--- src/rtl/dms_pkg.sv ---
// dms_pkg: shared types and codes for the display mode sequencer.
// No dependencies; used by dms_step, display_mode_sequencer and dms_checker.
`default_nettype none

package dms_pkg;

  // Operating modes of the sequencer
  typedef enum logic [3:0] {
    MODE_INIT    = 4'd0,
    MODE_IDLE    = 4'd1,
    MODE_PSAVE   = 4'd2,
    MODE_WRITE   = 4'd3,
    MODE_CLEAR   = 4'd4,
    MODE_LPENTER = 4'd5,
    MODE_LP      = 4'd6,
    MODE_LPEXIT  = 4'd7,
    MODE_FAULT   = 4'd8,
    MODE_RESET   = 4'd9
  } mode_t;

  // Action codes carried on in_tuser
  localparam logic [3:0] ACT_TICK       = 4'd0;
  localparam logic [3:0] ACT_SET_PSAVE  = 4'd1;
  localparam logic [3:0] ACT_CLR_PSAVE  = 4'd2;
  localparam logic [3:0] ACT_WAKE       = 4'd3;
  localparam logic [3:0] ACT_SET_WRITE  = 4'd4;
  localparam logic [3:0] ACT_SET_CLEAR  = 4'd5;
  localparam logic [3:0] ACT_SET_LOWPWR = 4'd6;
  localparam logic [3:0] ACT_CLR_LOWPWR = 4'd7;
  localparam logic [3:0] ACT_SET_RESET  = 4'd8;

  // Request flag bit positions
  localparam int FLG_PSAVE  = 0;
  localparam int FLG_WRITE  = 1;
  localparam int FLG_CLEAR  = 2;
  localparam int FLG_LOWPWR = 3;
  localparam int FLG_RESET  = 4;
  localparam int FLG_START  = 5;
  localparam int FLAG_W     = 6;

  localparam logic [FLAG_W-1:0] FLAGS_RESET_VAL = 6'b10_0000;

  // Backlight / display command codes
  localparam logic [1:0] CMD_NONE = 2'd0;
  localparam logic [1:0] CMD_ON   = 2'd1;
  localparam logic [1:0] CMD_OFF  = 2'd2;

  // Fixed port field widths
  localparam int LINES_W  = 4;
  localparam int STATUS_W = 8;
  localparam int FAULT_W  = 8;
  localparam int SLEEP_W  = 32;

  // Control state other than the fault code
  typedef struct packed {
    mode_t               mode;
    logic [FLAG_W-1:0]   flags;
    logic [SLEEP_W-1:0]  sleep_cnt;
    logic                restart;
  } ctl_state_t;

  // Commands issued for one item
  typedef struct packed {
    logic [1:0]          backlight_cmd;
    logic [1:0]          display_cmd;
    logic                clear_screen;
    logic [LINES_W-1:0]  send_lines;
    logic                reinit;
  } cmd_t;

endpackage

`default_nettype wire

--- src/rtl/dms_step.sv ---
// dms_step: combinational update for one item: flag changes, fault merge,
// mode choice and command generation. Depends on dms_pkg.
`default_nettype none

module dms_step #(
  parameter int LINE_COUNT = 4,
  parameter int FAULT_BITS = 8
) (
  input  wire logic [3:0]                  action,
  input  wire logic [dms_pkg::STATUS_W-1:0] driver_status,
  input  wire logic [dms_pkg::LINES_W-1:0]  dirty_lines,
  input  wire logic [dms_pkg::SLEEP_W-1:0]  sleep_ticks,
  input  wire dms_pkg::ctl_state_t          st,
  input  wire logic [FAULT_BITS-1:0]       fault_in,
  output dms_pkg::ctl_state_t               st_nxt,
  output logic [FAULT_BITS-1:0]            fault_nxt,
  output logic [dms_pkg::FAULT_W-1:0]       fault_value,
  output dms_pkg::cmd_t                     cmd
);
  import dms_pkg::*;

  // Common width for merging status into the fault code
  localparam int MW = (FAULT_BITS > STATUS_W) ? FAULT_BITS :
                      ((FAULT_BITS > FAULT_W) ? FAULT_BITS : STATUS_W);

  logic [MW-1:0]          merge_w;
  logic [FAULT_BITS-1:0]  fault_or;
  logic                   flt;
  mode_t                  next_mode;
  logic [SLEEP_W-1:0]     cnt_upd;
  logic [LINES_W-1:0]     line_mask;
  logic [MW-1:0]          fault_out_w;

  // Sticky fault merge, kept to FAULT_BITS
  assign merge_w  = MW'(fault_in) | MW'(driver_status);
  assign fault_or = merge_w[FAULT_BITS-1:0];
  assign flt      = (fault_or != '0);

  // Only lines below LINE_COUNT may be sent
  always_comb begin
    for (int i = 0; i < LINES_W; i++) begin
      line_mask[i] = (i < LINE_COUNT);
    end
  end

  // Saturating sleep counter step
  always_comb begin
    if (st.restart) begin
      cnt_upd = '0;
    end else if (st.sleep_cnt == {SLEEP_W{1'b1}}) begin
      cnt_upd = st.sleep_cnt;
    end else begin
      cnt_upd = st.sleep_cnt + SLEEP_W'(1);
    end
  end

  // Priority rules for the mode taken on a tick
  always_comb begin
    unique case (st.mode)
      MODE_INIT: next_mode = st.flags[FLG_START] ? MODE_INIT : MODE_IDLE;
      MODE_IDLE: begin
        priority if (st.flags[FLG_RESET])  next_mode = MODE_RESET;
        else if (st.flags[FLG_LOWPWR])     next_mode = MODE_LPENTER;
        else if (st.flags[FLG_PSAVE])      next_mode = MODE_PSAVE;
        else if (st.flags[FLG_WRITE])      next_mode = MODE_WRITE;
        else if (st.flags[FLG_CLEAR])      next_mode = MODE_CLEAR;
        else                               next_mode = MODE_IDLE;
      end
      MODE_PSAVE: begin
        priority if (st.flags[FLG_RESET])  next_mode = MODE_RESET;
        else if (st.flags[FLG_LOWPWR])     next_mode = MODE_LPENTER;
        else if (st.flags[FLG_WRITE])      next_mode = MODE_WRITE;
        else if (st.flags[FLG_CLEAR])      next_mode = MODE_CLEAR;
        else if (!st.flags[FLG_PSAVE])     next_mode = MODE_IDLE;
        else                               next_mode = MODE_PSAVE;
      end
      MODE_WRITE, MODE_LPEXIT: begin
        priority if (flt)                  next_mode = MODE_FAULT;
        else if (st.flags[FLG_RESET])      next_mode = MODE_RESET;
        else if (st.flags[FLG_PSAVE])      next_mode = MODE_PSAVE;
        else                               next_mode = MODE_IDLE;
      end
      MODE_CLEAR: begin
        priority if (flt)                  next_mode = MODE_FAULT;
        else if (st.flags[FLG_RESET])      next_mode = MODE_RESET;
        else if (st.flags[FLG_PSAVE])      next_mode = MODE_PSAVE;
        else if (!st.flags[FLG_CLEAR])     next_mode = MODE_IDLE;
        else                               next_mode = MODE_CLEAR;
      end
      MODE_LPENTER: next_mode = MODE_LP;
      MODE_LP: begin
        if (flt || st.flags[FLG_RESET] || !st.flags[FLG_LOWPWR]) begin
          next_mode = MODE_LPEXIT;
        end else begin
          next_mode = MODE_LP;
        end
      end
      MODE_FAULT: begin
        priority if (st.flags[FLG_RESET])  next_mode = MODE_RESET;
        else if (!flt)                     next_mode = st.flags[FLG_PSAVE] ?
                                                       MODE_PSAVE : MODE_IDLE;
        else                               next_mode = MODE_FAULT;
      end
      MODE_RESET: next_mode = MODE_INIT;
      default:    next_mode = MODE_INIT;
    endcase
  end

  // Apply the item: events touch flags, ticks move the mode
  always_comb begin
    st_nxt    = st;
    fault_nxt = fault_in;
    cmd       = '0;
    unique case (action)
      ACT_TICK: begin
        fault_nxt   = fault_or;
        st_nxt.mode = next_mode;
        unique case (next_mode)
          MODE_INIT: begin
            st_nxt.flags[FLG_RESET] = 1'b0;
            st_nxt.flags[FLG_START] = 1'b0;
          end
          MODE_PSAVE: begin
            st_nxt.sleep_cnt = cnt_upd;
            st_nxt.restart   = 1'b0;
            if (cnt_upd >= sleep_ticks) begin
              st_nxt.restart    = 1'b1;
              cmd.backlight_cmd = CMD_OFF;
            end
          end
          MODE_WRITE: begin
            cmd.send_lines          = dirty_lines & line_mask;
            st_nxt.flags[FLG_WRITE] = 1'b0;
          end
          MODE_CLEAR: begin
            cmd.clear_screen        = 1'b1;
            st_nxt.flags[FLG_CLEAR] = 1'b0;
          end
          MODE_LPENTER: begin
            cmd.clear_screen  = 1'b1;
            cmd.backlight_cmd = CMD_OFF;
            cmd.display_cmd   = CMD_OFF;
          end
          MODE_LPEXIT: begin
            cmd.display_cmd          = CMD_ON;
            cmd.backlight_cmd        = CMD_ON;
            st_nxt.flags[FLG_LOWPWR] = 1'b0;
          end
          MODE_RESET: begin
            fault_nxt  = '0;
            cmd.reinit = 1'b1;
          end
          default: ;
        endcase
      end
      ACT_SET_PSAVE:  st_nxt.flags[FLG_PSAVE] = 1'b1;
      ACT_CLR_PSAVE: begin
        st_nxt.flags[FLG_PSAVE] = 1'b0;
        st_nxt.restart          = 1'b1;
        cmd.backlight_cmd       = CMD_ON;
      end
      ACT_WAKE: begin
        st_nxt.restart    = 1'b1;
        cmd.backlight_cmd = CMD_ON;
      end
      ACT_SET_WRITE:  st_nxt.flags[FLG_WRITE]  = 1'b1;
      ACT_SET_CLEAR:  st_nxt.flags[FLG_CLEAR]  = 1'b1;
      ACT_SET_LOWPWR: st_nxt.flags[FLG_LOWPWR] = 1'b1;
      ACT_CLR_LOWPWR: st_nxt.flags[FLG_LOWPWR] = 1'b0;
      ACT_SET_RESET:  st_nxt.flags[FLG_RESET]  = 1'b1;
      default: ;
    endcase
  end

  // Reported fault: low byte of the stored code
  assign fault_out_w = MW'(fault_nxt);
  assign fault_value = fault_out_w[FAULT_W-1:0];

endmodule

`default_nettype wire

--- src/rtl/display_mode_sequencer.sv ---
// display_mode_sequencer: top level with input register, state and result register.
// Depends on dms_pkg and dms_step.
`default_nettype none

// Ten-mode sequencer for a character display. Each transfer on the input
// stream (action on in_tuser, driver status and line bits on in_tdata)
// yields exactly one result transfer carrying the mode, the sticky fault
// code and the backlight, display, clear, line-send and re-init commands.
// An item goes from the input register through one pass of the step logic
// into the result register, and a new item is taken every cycle as long as
// the result side keeps up. sleep_ticks is written on the cfg_ channel,
// which is always ready; write it while the stream is idle. After reset the
// block starts in init mode with the startup request set, so the first tick
// stays in init and the second moves to idle.
module display_mode_sequencer #(
  parameter int LINE_COUNT = 4,
  parameter int FAULT_BITS = 8
) (
  input  wire logic        clk,
  input  wire logic        rst_n,
  // Input stream
  input  wire logic        in_tvalid,
  output logic             in_tready,
  input  wire logic [15:0] in_tdata,   // [7:0] driver_status, [11:8] dirty_lines, [15:12] 0
  input  wire logic [3:0]  in_tuser,   // [3:0] action
  // Result stream
  output logic             out_tvalid,
  input  wire logic        out_tready,
  output logic [23:0]      out_tdata,  // [3:0] mode, [11:4] fault_value,
                                       // [13:12] backlight_cmd, [15:14] display_cmd,
                                       // [16] clear_screen, [20:17] send_lines,
                                       // [21] reinit, [23:22] 0
  // Configuration write
  input  wire logic        cfg_valid,
  output logic             cfg_ready,
  input  wire logic [31:0] cfg_data    // sleep_ticks
);
  import dms_pkg::*;

  // Input register
  logic                 in_valid_r;
  logic [3:0]           act_r;
  logic [STATUS_W-1:0]  status_r;
  logic [LINES_W-1:0]   lines_r;

  // Block state
  ctl_state_t             st_r;
  logic [FAULT_BITS-1:0]  fault_r;
  logic [SLEEP_W-1:0]     sleep_ticks_r;

  // Result register
  logic                 out_valid_r;
  mode_t                res_mode_r;
  logic [FAULT_W-1:0]   res_fault_r;
  cmd_t                 res_cmd_r;

  ctl_state_t             st_nxt;
  logic [FAULT_BITS-1:0]  fault_nxt;
  logic [FAULT_W-1:0]     fault_value;
  cmd_t                   cmd;
  logic                   advance;

  // Item in the input register moves on when the result slot frees up
  assign advance   = in_valid_r && (!out_valid_r || out_tready);
  assign in_tready = !in_valid_r || advance;
  assign cfg_ready = 1'b1;

  dms_step #(
    .LINE_COUNT (LINE_COUNT),
    .FAULT_BITS (FAULT_BITS)
  ) u_step (
    .action        (act_r),
    .driver_status (status_r),
    .dirty_lines   (lines_r),
    .sleep_ticks   (sleep_ticks_r),
    .st            (st_r),
    .fault_in      (fault_r),
    .st_nxt        (st_nxt),
    .fault_nxt     (fault_nxt),
    .fault_value   (fault_value),
    .cmd           (cmd)
  );

  // Input register
  always_ff @(posedge clk) begin
    if (!rst_n) begin
      in_valid_r <= 1'b0;
    end else if (in_tready) begin
      in_valid_r <= in_tvalid;
    end
    if (in_tvalid && in_tready) begin
      act_r    <= in_tuser;
      status_r <= in_tdata[STATUS_W-1:0];
      lines_r  <= in_tdata[STATUS_W +: LINES_W];
    end
  end

  // Sequencer state and configuration
  always_ff @(posedge clk) begin
    if (!rst_n) begin
      st_r.mode      <= MODE_INIT;
      st_r.flags     <= FLAGS_RESET_VAL;
      st_r.sleep_cnt <= '0;
      st_r.restart   <= 1'b1;
      fault_r        <= '0;
      sleep_ticks_r  <= '0;
    end else begin
      if (advance) begin
        st_r    <= st_nxt;
        fault_r <= fault_nxt;
      end
      if (cfg_valid && cfg_ready) begin
        sleep_ticks_r <= cfg_data;
      end
    end
  end

  // Result register
  always_ff @(posedge clk) begin
    if (!rst_n) begin
      out_valid_r <= 1'b0;
    end else if (advance) begin
      out_valid_r <= 1'b1;
    end else if (out_tready) begin
      out_valid_r <= 1'b0;
    end
    if (advance) begin
      res_mode_r  <= st_nxt.mode;
      res_fault_r <= fault_value;
      res_cmd_r   <= cmd;
    end
  end

  assign out_tvalid = out_valid_r;
  assign out_tdata  = {2'b00,
                       res_cmd_r.reinit,
                       res_cmd_r.send_lines,
                       res_cmd_r.clear_screen,
                       res_cmd_r.display_cmd,
                       res_cmd_r.backlight_cmd,
                       res_fault_r,
                       res_mode_r};

endmodule

`default_nettype wire

--- config.mk ---
export PLATFORM = sky130hd
export DESIGN_NAME = display_mode_sequencer
export DESIGN_NICKNAME = d
export VERILOG_FILES = /design/src/rtl/dms_pkg.sv /design/src/rtl/dms_step.sv /design/src/rtl/display_mode_sequencer.sv
export SDC_FILE = /design/constraint.sdc
export NUM_CORES = 1
export LEC_CHECK = 0
export BUFFER_PORTS_ARGS = -buffer_cell sky130_fd_sc_hd__clkbuf_2
export CAP_MARGIN = 25
export CORE_ASPECT_RATIO = 0.9
export CORE_MARGIN = 5
export CORE_UTILIZATION = 55
export DETAILED_ROUTE_END_ITERATION = 8
export GPL_ROUTABILITY_DRIVEN = 0
export GPL_TIMING_DRIVEN = 0
export PLACE_DENSITY = 0.75
export SYNTH_ARGS = -nofsm -noshare
export SYNTH_HDL_FRONTEND = slang
export SYNTH_HIERARCHICAL = 1
export SYNTH_SLANG_ARGS = --single-unit
--- constraint.sdc ---
create_clock -name clk -period 4.9 [get_ports clk]
set_input_delay 1.225 -clock clk [delete_from_list [all_inputs] [get_ports clk]]
set_output_delay 1.225 -clock clk [all_outputs]
set_load 0.02 [all_outputs]
==> reports/results.tsv <==
stage	metric	value	unit
global_routing	Overall Global Routing Usage	0.239	
placed_design	post-DP HPWL	13800	um
detailed_routing	vias per cell	5.71	
detailed_routing	WL/cell	16.3	um
critical_path	Critical Path AT	5.06	ns
floorplan	initial core utilization	0.561	
synth	Post-synth ARST share	0	
placed_design	Port Buffers	74	
synth	FF+latch count, synth	123	
synth	Post-Synth XOR/XNOR Area	0.0289	
global_routing	grt total ovfl	0	
synth	Post-Syn Area per Cell	8.84	um^2
sta	# setup viols final	0	
floorplan	Die Wd	136	um
critical_path	Worst path max stage delay	0.53	ns
synth	Yosys warnings	6	
layout	final instance area	9110	um^2
critical_path	Max FO, Critical Path	9	
global_routing	GRT met2 Usage	0.361	
synth	mux contribution to synthesized area	0.108	
pwr	Int Power	1920	uW
critical_path	CP endpoint kind	register	
synth	sequential share of the synthesized area	0.360	
global_routing	GRT met1 Usage	0.331	
critical_path	delay-heaviest family, CP	simple AND/OR/NAND/NOR gates	
global_routing	global-route wire length before repair	31900	um
global_routing	vias in the first global route	6524	
pwr	Sw Share	0.244	
detailed_routing	total routed wirelength	19500	um
clock_network	clk buf depth	2	
pwr	Seq pwr share	0.434	
global_routing	initial antenna violation count	0	
detailed_routing	DRC Markers	0	
critical_path	Setup crit start kind	register	
pwr	final total power	2540	uW
floorplan	Die ar.	16800	um^2
critical_path	critical path class	reg2reg	
detailed_routing	DR iter-0 viols	789	
outcome	status	completed	
global_routing	pin count of the biggest net entering global routing	32	
pwr	P_leak	0.00358	uW
synth	Post-Syn Instances	893	
synth	Synth Area in Compound Gates	0.151	
synth	largest family of logic cells by synthesized area	simple AND/OR/NAND/NOR gates	
critical_path	worst path bufs/invs	4	
placed_design	placed insts	1161	
pwr	clock power share	0.471	
hold_path	worst hold path class	reg2reg	
detailed_routing	ANT nets after route	0	
critical_path	CP Cell Sequence	buf_2 > and4_1 > buf_2 > nand4_1 > nor4_4 > buf_4 > nand3_1 > xor2_1 > nor2_1 > ha_1 > nand2_1 > or4_1 > or3_1 > nor4_2 > a211oi_1 > mux2i_1 > inv_1 > o311ai_1	
layout	number of diodes	0	
layout	Util after Layout	0.648	
synth	mapped cell area	7890	um^2
synth	top cells by count, synth	nand2_1 (137), dfxtp_1 (85), mux2i_1 (82)	
critical_path	Critical Path Slowest Stage Cell	or4_1	
layout	Area Overhead vs Synth	15.4	%
critical_path	CP Data Required Time	5.23	ns
clock_network	H-tree Lvls	4	
synth	top-area cell type share of the netlist area	0.216	
sta	Tightest Pin Transition	0.840	ns
pwr	switching power total	622	uW
synth	Unique masters post-synth	67	
floorplan	# IOs	84	
layout	fin nets	1079	
sta	Final Hold Fails	0	
detailed_routing	First-pass DRT Iterations	6	
pwr	VDD IR max	0.292	mV
clock_network	Clock transition at path regs	0.06	ns
floorplan	Die Ht	124	um
synth	adder-cell area share of the yosys netlist	0.0523	
global_routing	Top Usage Layer GRT	met2	
clock_network	Num CTS Buffers	17	
clock_network	CTS tree	built	
sta	skew final	0.00558	ns
sta	min Tclk post-route	4.73	ns
synth	Synth Flop Type	dfxtp_1	
sta	Max Freq	0.212	GHz
synth	Synth area leader	dfxtp_1	
pwr	PwrDens	279	nW/um^2
global_routing	grt met3 use	0.0634	
synth	Synth area leaders	dfxtp_1 (22%), edfxtp_1 (14%), mux2i_1 (10%)	
clock_network	CTS Hold Bufs	0	
clock_network	clk_lat worst skew	0.42	ns
layout	share of cells above drive strength 1	0.169	
synth	Post-synth EDFFs	38	
sta	final worst path period share	0.965	
clock_network	root buf cell	clkbuf_16	
sta	max_slew headroom	0.435	
floorplan	FP Rows	41	
floorplan	CORE AREA	14100	um^2
pwr	combinational share of power	0.095	
clock_network	CTS Sinks	123	
sta	fin. max-slew vios	0	
sta	unrepaired setup endpoints after global routing	no	
detailed_routing	total number of vias	6823	
job	max-cap viol count	0	
synth	post-synthesis simple-gate area fraction	0.215	
critical_path	Worst path most repeated cell	buf_2	
synth	most frequent cell after synthesis	nand2_1	
layout	fin cells	1195	
placed_design	Post-DP Area	8510	um^2
-- path summary, 6_finish.rpt --
check / startpoint / to / slack [ns] / cells past startpoint
worst max-delay path: st_r[16]$_SDFFE_PN0P_ / st_r[0]$_SDFFE_PN1P_ / 0.17 / 18
worst min-delay path: st_r[3]$_SDFFE_PN0P_ / st_r[3]$_SDFFE_PN0P_ / 0.45 / 2
worst min register to register: st_r[3]$_SDFFE_PN0P_ / st_r[3]$_SDFFE_PN0P_ / 0.45 / 2
worst max register to register: st_r[16]$_SDFFE_PN0P_ / st_r[0]$_SDFFE_PN1P_ / 0.17 / 18
-- power groups by stage --
| stage | sequential (uW) | clock (uW) | combinational [uW] |
|---|---|---|---|
| detailed placement | 1130 | 0 | 236 |
| CTS | 1100 | 1220 | 240 |
| finish | 1100 | 1200 | 241 |
| global placement | 1120 | 0 | 233 |
| floorplan | 1130 | 0 | 155 |
| global route | 1110 | 1260 | 262 |
-- per-layer routing --
layer	part of all wire	wire length, um	vias up
met5	0	0	-
met4	0.020	399	0
met3	0.089	1740	38
met2	0.42	8210	294
met1	0.47	9110	3111
li1	-	-	3380
-- final cells by class --
cell class | count | area, um^2
fillers | 1213 | 4950
multi-input cells | 648 | 4420
flip-flops and latches | 123 | 2840
plain buffers | 77 | 484
clock buffers | 18 | 429
repair buffers | 76 | 385
well taps | 193 | 241
inverters | 46 | 173
clock inverters | 14 | 130
-- through the flow --
step | TNS [ns] | worst slack (ns) | hold slack (ns)
4_1_cts | 0 | 0.0477 | 0.458
2_1_floorplan | 0 | 0.849 | 0.431
3_3_place_gp | -0.237 | -0.201 | 0.440
3_5_place_dp | -0.145 | -0.145 | 0.450
5_1_grt | 0 | 0.0139 | 0.483
6_report | 0 | 0.173 | 0.455
-- sequential cells by signal (all words and copies together), names as in the netlist --
signal         flops
lines_r            4
st_r              43
in_valid_r         1
fault_r            8
out_tvalid         1
out_tdata         10
status_r           8
act_r              4
sleep_ticks_r     32
res_fault_r        8
res_mode_r         4
-- tightest hold or removal path, cell delays in order, from the launching register on --
cell,delay (ns)
dfxtp_1,0.31
nand2_1,0.05
mux2i_1,0.05
-- kinds of logic (layout without fill, tap and decap cells) --
family | Yosys count | count (layout)
other cells | 2 | 3
compound gates | 170 | 170
fa+ha+maj | 33 | 33
flops | 123 | 123
xor+xnor | 26 | 26
buf+inv | 123 | 231
simple gates | 331 | 331
mux | 85 | 85
-- timing repair --
action	CTS	global route
endpoints found under the setup margin	2	2
gates resized for setup	2	3
endpoints found under the hold margin	0	0
buffers inserted	0	2
pin swaps	0	1
-- placed cells by master (no fill, tap or decap), types with 25 or more instances in the layout --
cell,count
a21oi_1,35
clkbuf_1,29
dfxtp_1,85
nor2_1,43
nand2_1,136
ha_1,33
clkbuf_2,74
edfxtp_1,38
buf_2,25
nor2b_1,36
mux2i_1,82
o31ai_1,52
inv_1,45
Note: power is estimated with default switching activity, not from simulation.
